==> src/sv/pont_pkg.sv <==
// ----------------------------------------------------------------------------
// pont_pkg
// Shared types, codes and helpers for the priority ordered name table.
// ----------------------------------------------------------------------------
package pont_pkg;

  // Default table capacity
  localparam int unsigned DefTableDepth = 16;

  // Fixed field widths
  localparam int unsigned OpW     = 2;
  localparam int unsigned KeyW    = 64;
  localparam int unsigned PrioW   = 32;
  localparam int unsigned StatusW = 2;
  localparam int unsigned PosW    = 4;
  localparam int unsigned RemW    = 5;

  // Operation codes
  localparam logic [OpW-1:0] OP_INSERT = 2'd0;
  localparam logic [OpW-1:0] OP_DELETE = 2'd1;
  localparam logic [OpW-1:0] OP_FIND   = 2'd2;
  localparam logic [OpW-1:0] OP_DUMP   = 2'd3;

  // Status codes
  localparam logic [StatusW-1:0] ST_OK        = 2'd0;
  localparam logic [StatusW-1:0] ST_FULL      = 2'd1;
  localparam logic [StatusW-1:0] ST_NOT_FOUND = 2'd2;
  localparam logic [StatusW-1:0] ST_EMPTY     = 2'd3;

  // Signed priority compare: a <= b
  function automatic logic prio_le(input logic signed [PrioW-1:0] a,
                                   input logic signed [PrioW-1:0] b);
    return (a <= b);
  endfunction

endpackage

==> src/sv/priority_ordered_name_table_core.sv <==
// Full-table insert and any operation on an empty table give one result
// the cycle after the transfer. Otherwise a scan of up to the n valid slots runs through
// the single table read port, one slot per cycle, before the result is formed.
// Dump gives one result per cycle once its scan has started. A new command is taken
// the cycle after the final result is formed; results cannot be stalled.
// Reset clears the fill count and the sequencer; table contents are not cleared.
// ----------------------------------------------------------------------------
// priority_ordered_name_table_core
// Sorted table of (key, priority) entries with insert, delete, find and dump,
// worked through a table memory with one write and one read port under a small sequencer.
// ----------------------------------------------------------------------------
module priority_ordered_name_table_core
  import pont_pkg::*;
#(
  parameter int unsigned TABLE_DEPTH = DefTableDepth
) (
  input  logic                     clk_i,
  input  logic                     rst_ni,
  // command side
  input  logic                     start_i,
  output logic                     busy_o,
  input  logic [OpW-1:0]           op_i,
  input  logic [KeyW-1:0]          key_i,
  input  logic signed [PrioW-1:0]  prio_i,
  // result side
  output logic                     result_valid_o,
  output logic [StatusW-1:0]       status_o,
  output logic [KeyW-1:0]          out_key_o,
  output logic signed [PrioW-1:0]  out_prio_o,
  output logic [PosW-1:0]          position_o,
  output logic [RemW-1:0]          removed_o,
  output logic                     last_o
);

  localparam int unsigned IdxW = $clog2(TABLE_DEPTH);
  localparam int unsigned CntW = $clog2(TABLE_DEPTH + 1);

  // Sequencer states
  localparam logic [1:0] S_IDLE = 2'd0;
  localparam logic [1:0] S_SCAN = 2'd1;
  localparam logic [1:0] S_HEAD = 2'd2;

  logic [1:0]              state_q, state_d;
  logic [OpW-1:0]          op_q, op_d;
  logic [KeyW-1:0]         key_q, key_d;
  logic signed [PrioW-1:0] prio_q, prio_d;
  logic [CntW-1:0]         fill_q, fill_d;
  logic [IdxW-1:0]         rd_ptr_q, rd_ptr_d;
  logic [CntW-1:0]         rd_left_q, rd_left_d;
  logic [IdxW-1:0]         cur_q, cur_d;
  logic                    rv_q, rv_d;
  logic [CntW-1:0]         keep_q, keep_d;

  // Table memory
  logic [KeyW-1:0]         mem_key  [TABLE_DEPTH];
  logic signed [PrioW-1:0] mem_prio [TABLE_DEPTH];
  logic [KeyW-1:0]         rd_key_q;
  logic signed [PrioW-1:0] rd_prio_q;

  logic                    mem_we, mem_re;
  logic [IdxW-1:0]         mem_waddr, mem_raddr;
  logic [KeyW-1:0]         mem_wkey;
  logic signed [PrioW-1:0] mem_wprio;

  // Result being formed this cycle
  logic                    res_valid;
  logic [StatusW-1:0]      res_status;
  logic [KeyW-1:0]         res_key;
  logic signed [PrioW-1:0] res_prio;
  logic [IdxW-1:0]         res_pos;
  logic [CntW-1:0]         res_removed;
  logic                    res_last;

  // Scan helpers
  logic                    is_last;
  logic [CntW-1:0]         kept;
  logic [IdxW-1:0]         cur_next;

  assign busy_o   = (state_q != S_IDLE);
  assign is_last  = (cur_q == IdxW'(fill_q - CntW'(1)));
  assign cur_next = cur_q + IdxW'(1);
  assign kept     = keep_q + ((rd_key_q != key_q) ? CntW'(1) : CntW'(0));

  // Sequencer and memory port control
  always_comb begin
    state_d     = state_q;
    op_d        = op_q;
    key_d       = key_q;
    prio_d      = prio_q;
    fill_d      = fill_q;
    rd_ptr_d    = rd_ptr_q;
    rd_left_d   = rd_left_q;
    cur_d       = cur_q;
    keep_d      = keep_q;

    mem_we      = 1'b0;
    mem_waddr   = cur_next;
    mem_wkey    = rd_key_q;
    mem_wprio   = rd_prio_q;
    mem_re      = 1'b0;
    mem_raddr   = rd_ptr_q;

    res_valid   = 1'b0;
    res_status  = ST_OK;
    res_key     = '0;
    res_prio    = '0;
    res_pos     = '0;
    res_removed = '0;
    res_last    = 1'b1;

    case (state_q)
      S_IDLE: begin
        if (start_i) begin
          op_d   = op_i;
          key_d  = key_i;
          prio_d = prio_i;
          keep_d = '0;
          if (op_i == OP_INSERT) begin
            if (fill_q == CntW'(TABLE_DEPTH)) begin
              res_valid  = 1'b1;
              res_status = ST_FULL;
            end else if (fill_q == '0) begin
              // first entry goes straight to slot zero
              mem_we    = 1'b1;
              mem_waddr = '0;
              mem_wkey  = key_i;
              mem_wprio = prio_i;
              fill_d    = CntW'(1);
              res_valid = 1'b1;
            end else begin
              // scan from the tail downward, shifting up as we go
              state_d   = S_SCAN;
              rd_ptr_d  = IdxW'(fill_q - CntW'(1));
              rd_left_d = fill_q;
            end
          end else begin
            if (fill_q == '0) begin
              res_valid  = 1'b1;
              res_status = ST_EMPTY;
            end else begin
              state_d   = S_SCAN;
              rd_ptr_d  = '0;
              rd_left_d = fill_q;
            end
          end
        end
      end

      S_SCAN: begin
        // issue the next slot read
        if (rd_left_q != '0) begin
          mem_re    = 1'b1;
          rd_left_d = rd_left_q - CntW'(1);
          cur_d     = rd_ptr_q;
          rd_ptr_d  = (op_q == OP_INSERT) ? (rd_ptr_q - IdxW'(1)) : (rd_ptr_q + IdxW'(1));
        end
        // handle the slot read last cycle
        if (rv_q) begin
          case (op_q)
            OP_INSERT: begin
              mem_we = 1'b1;
              if (prio_le(rd_prio_q, prio_q)) begin
                mem_wkey  = key_q;
                mem_wprio = prio_q;
                fill_d    = fill_q + CntW'(1);
                res_valid = 1'b1;
                res_pos   = cur_next;
                state_d   = S_IDLE;
              end else if (cur_q == '0) begin
                state_d = S_HEAD;
              end
            end
            OP_DELETE: begin
              if (rd_key_q != key_q) begin
                mem_we    = 1'b1;
                mem_waddr = IdxW'(keep_q);
                keep_d    = keep_q + CntW'(1);
              end
              if (is_last) begin
                fill_d      = kept;
                res_valid   = 1'b1;
                res_removed = fill_q - kept;
                res_status  = (kept != fill_q) ? ST_OK : ST_NOT_FOUND;
                state_d     = S_IDLE;
              end
            end
            OP_FIND: begin
              if (rd_key_q == key_q) begin
                res_valid = 1'b1;
                res_key   = rd_key_q;
                res_prio  = rd_prio_q;
                res_pos   = cur_q;
                state_d   = S_IDLE;
              end else if (is_last) begin
                res_valid  = 1'b1;
                res_status = ST_NOT_FOUND;
                state_d    = S_IDLE;
              end
            end
            OP_DUMP: begin
              res_valid = 1'b1;
              res_key   = rd_key_q;
              res_prio  = rd_prio_q;
              res_pos   = cur_q;
              res_last  = is_last;
              if (is_last) begin
                state_d = S_IDLE;
              end
            end
            default: begin
              state_d = S_IDLE;
            end
          endcase
        end
      end

      S_HEAD: begin
        // new entry has the lowest priority so far
        mem_we    = 1'b1;
        mem_waddr = '0;
        mem_wkey  = key_q;
        mem_wprio = prio_q;
        fill_d    = fill_q + CntW'(1);
        res_valid = 1'b1;
        state_d   = S_IDLE;
      end

      default: begin
        state_d = S_IDLE;
      end
    endcase

    rv_d = mem_re && (state_d == S_SCAN);
  end

  // Control registers
  always_ff @(posedge clk_i or negedge rst_ni) begin
    if (!rst_ni) begin
      state_q        <= S_IDLE;
      fill_q         <= '0;
      rv_q           <= 1'b0;
      rd_left_q      <= '0;
      keep_q         <= '0;
      result_valid_o <= 1'b0;
    end else begin
      state_q        <= state_d;
      fill_q         <= fill_d;
      rv_q           <= rv_d;
      rd_left_q      <= rd_left_d;
      keep_q         <= keep_d;
      result_valid_o <= res_valid;
    end
  end

  // Command and scan payload registers
  always_ff @(posedge clk_i) begin
    op_q     <= op_d;
    key_q    <= key_d;
    prio_q   <= prio_d;
    rd_ptr_q <= rd_ptr_d;
    cur_q    <= cur_d;
  end

  // Result payload registers
  always_ff @(posedge clk_i) begin
    if (res_valid) begin
      status_o   <= res_status;
      out_key_o  <= res_key;
      out_prio_o <= res_prio;
      position_o <= PosW'(res_pos);
      removed_o  <= RemW'(res_removed);
      last_o     <= res_last;
    end
  end

  // Table memory: one write and one registered read per cycle
  always_ff @(posedge clk_i) begin
    if (mem_we) begin
      mem_key[mem_waddr]  <= mem_wkey;
      mem_prio[mem_waddr] <= mem_wprio;
    end
    if (mem_re) begin
      rd_key_q  <= mem_key[mem_raddr];
      rd_prio_q <= mem_prio[mem_raddr];
    end
  end

  // Checks
  a_fill_bound: assert property (@(posedge clk_i) disable iff (!rst_ni)
    fill_q <= CntW'(TABLE_DEPTH))
    else $error("fill count above table depth");

  // a result follows either a running scan or a command answered at once
  a_result_after_busy: assert property (@(posedge clk_i) disable iff (!rst_ni)
    result_valid_o |-> $past(busy_o || start_i))
    else $error("result without a command in flight");

  a_final_frees: assert property (@(posedge clk_i) disable iff (!rst_ni)
    (result_valid_o && last_o) |-> !busy_o)
    else $error("sequencer still busy after final result");

  a_write_in_range: assert property (@(posedge clk_i) disable iff (!rst_ni)
    mem_we |-> (CntW'(mem_waddr) <= fill_q))
    else $error("table write beyond the fill count");

  a_idle_no_read: assert property (@(posedge clk_i) disable iff (!rst_ni)
    !busy_o |-> !rv_q)
    else $error("slot read pending while idle");

endmodule

==> config.mk <==
export PLATFORM = sky130hd
export DESIGN_NAME = priority_ordered_name_table_core
export DESIGN_NICKNAME = d
export VERILOG_FILES = /design/src/sv/pont_pkg.sv /design/src/sv/priority_ordered_name_table_core.sv
export SDC_FILE = /design/constraint.sdc
export NUM_CORES = 2
export LEC_CHECK = 0
export BUFFER_PORTS_ARGS = -buffer_cell sky130_fd_sc_hd__buf_2
export CORE_UTILIZATION = 25
export CTS_CLUSTER_SIZE = 14
export DETAILED_ROUTE_END_ITERATION = 7
export GPL_TIMING_DRIVEN = 0
export PLACE_DENSITY_LB_ADDON = 0.2
export SLEW_MARGIN = 10
export SYNTH_ARGS = -nofsm -noshare
export SYNTH_HDL_FRONTEND = slang
export SYNTH_SLANG_ARGS = --single-unit
==> constraint.sdc <==
create_clock -name clk_i -period 18.2 [get_ports clk_i]
set_clock_uncertainty 0.05 [all_clocks]
set_input_delay 2.73 -clock clk_i [delete_from_list [all_inputs] [get_ports clk_i]]
set_output_delay 2.73 -clock clk_i [all_outputs]
set_load 0.03 [all_outputs]
==> reports/qor.yml <==
worst_setup_path:
  cp.arrival_ns: 7.44
  path_max_fanout: 16
  ff2ff_path_depth: 12
  startpoint_type: "input port"
  crit_required_ns: 18.64
  critPathLaunch: "op_i[0]"
  worstSetupPathType: "in -> reg"
  rr_startpoint: "fill_q[0]$_DFFE_PN0P_"
  worst_setup_path_end_kind: "flop"
worst_hold_path:
  hp-start: "mem_raddr[3]$_DFFE_PP_"
  hold_path_depth: 0
  hp-class: "reg -> reg"
route:
  vias_per_cell: 4.93
  drt_iter0_drc: 5150
  routedWlPerCell_um: 31.9
  drc: 8
  drtPass1Iterations: 8
  ant_nets: 0
  vias: 40900
  drt_wl_total_mm: 264
placement:
  place_inst: 7921
  dp_slack_ns: 10.38
  port_buffers: 210
  gp_congestion: 0.819
  post-dp-hpwl_mm: 182
cts:
  clkLatencyLatePin_ns: 0.89
  root_buffer: "clkbuf_16"
  cts_setup_buffers: 0
  cts_buffers: 206
  path_clk_slew_ns: 0.06
  htreeDepth: 4
  hold_buffers: 0
  cts_resized: 0
  clkSinkCount: 1865
  clk_path_buf_depth: 4
  tritoncts: "yes"
synth:
  ys_seq_area_share_pct: 74.2
  async_reset_ff_share_pct: 1.02
  avgSynthCellArea_um2: 20.7
  synth_edf_count: 1846
  synth_flop_cell: "edfxtp_1"
  yosysUniqueCellTypes: 67
  syn_area_um2: 75300
  syn_nets: 3790
  ys_seq_elements: 1865
  synthCells: 3630
  yosysWarnings: 0
layout:
  nets: 4332
  fin_cells: 8302
  final_layout_size_suffix_gt1_share_pct: 31.2
  area_growth_pct: 21.4
  layout_common_cells: "edfxtp_1, mux4_2, buf_2"
  layout_commonest_cell: "edfxtp_1"
timing:
  hold_viol: 0
  rsz0062_at_grt: "false"
  period_minus_slack_ns: 7.00
  fin_hold_ws_ns: 0.401
  max-slew-margin-rel_pct: 6.69
  setup_violations: 0
  post-route-period-util_pct: 38.5
  layout_setup_ws_ns: 11.20
  worst_pin_slew_ns: 1.40
  max_freq_ghz: 0.143
  slew_violations: 0
grt:
  grt_max_degree: 66
  grt_pass1_vias: 40500
  antenna_found_initial: 34
  track_usage_pct: 17.2
  grt_pass1_wl_mm: 355
  gr-total-overflow: 0
power_and_ir_drop:
  p_leak_uw: 0.0287
  irDropWorstVdd_mv: 0.105
  p_per_area_nw_per_um2: 175
  finalPower_uw: 16000
die:
  die_w_um: 551
  core_region_area_um2: 300000
  num_rows: 201
  die_y_um: 551
  io_pins: 211
  start_util_pct: 25.1
  dieArea_um2: 303000
outcome:
  status: "complete, but fails checks"
  violations: "DRC"
job:
  cap_violations: 0
path summary, 6_finish.rpt:
kind / to / slack (ns)
max: mem_prio[2][3]$_DFFE_PP_ / 11.20
min: cur_q[3]$_DFFE_PP_ / 0.40
max reg2reg: mem_prio[2][3]$_DFFE_PP_ / 12.28
min reg2reg: cur_q[3]$_DFFE_PP_ / 0.40
max in group asynchronous: fill_q[1]$_DFFE_PN0P_ / 15.82
min in group asynchronous: result_valid_o$_DFF_PN0_ / 1.83
per-stage QoR:
step / area (um2) / TNS [ns] / utilization (%)
6_report: 91400 / 0 / 30.5
3_3_place_gp: 81300 / -108.46 / 27.1
3_5_place_dp: 84500 / 0 / 28.2
2_1_floorplan: 75300 / 0 / -
4_1_cts: 91100 / 0 / 30.4
5_1_grt: 91400 / 0 / 30.5
cell type report:
type,count,area (um2)
timing repair buffer,334,3800
clock buffer,254,5420
fill,29200,208000
sequential,1865,55900
buffer,216,1030
tap,3958,4950
multi-input combinational,1491,18800
antenna,10,25.0
inverter,58,230
clock inverter,116,1240
sequential cells by signal, indices dropped and copies added (netlist names), 32 cells and up:
name and count:
prio_q 32, out_key_o 64, mem_key 1024, rd_key_q 64, mem_prio 512, out_prio_o 32
key_q 64, rd_prio_q 32
routing by layer:
| metal | part of all wire (%) | global-route usage, % | vias to the layer above |
|---|---|---|---|
| li1 | - | - | 16400 |
| met1 | 44 | 24.2 | 22600 |
| met2 | 47 | 27.5 | 1604 |
| met3 | 6.4 | 3.16 | 299 |
| met4 | 2.4 | 4.04 | 2 |
| met5 | 0.0049 | 0 | - |
power by group:
group	total, uW	internal (uW)	switching, uW
clock	4200	2450	1750
sequential	6590	6150	440
combinational	5240	1900	3330
cells by family after synthesis:
logic type | Yosys count | synth area share, %
AOI/OAI and AO/OA | 589 | 5.70
xor gates and xnor gates | 85 | 1.01
adders and majority gates | 59 | 1.00
buffers and inverters | 274 | 1.60
DFF | 1865 | 74.2
muxes | 483 | 14.4
and+or+nand+nor | 275 | 2.05
Yosys cell counts (all sizes together) (26+ instances only):
library cell / number / share of area [%]
ha: 57 / 0.95
inv: 58 / 0.29
and2: 97 / 0.81
a21oi: 223 / 2.0
a2bb2oi: 98 / 1.1
clkbuf: 147 / 0.73
a221o: 96 / 1.3
mux4: 480 / 14
nor2: 42 / 0.21
buf: 69 / 0.58
nand2: 33 / 0.16
xnor2: 77 / 0.90
nand4: 26 / 0.22
o21ai: 122 / 0.81
edfxtp: 1846 / 74
worst max-delay path, stage by stage:
cell       delay [ns]
buf_2            0.09
or2_2            0.09
buf_1            0.47
nor3_1           0.10
a21oi_1          1.03
clkbuf_1         0.59
clkbuf_1         0.91
a21oi_1          0.25
a21oi_2          0.19
a2bb2oi_1        0.96
Power figures use the tool's default switching activity.
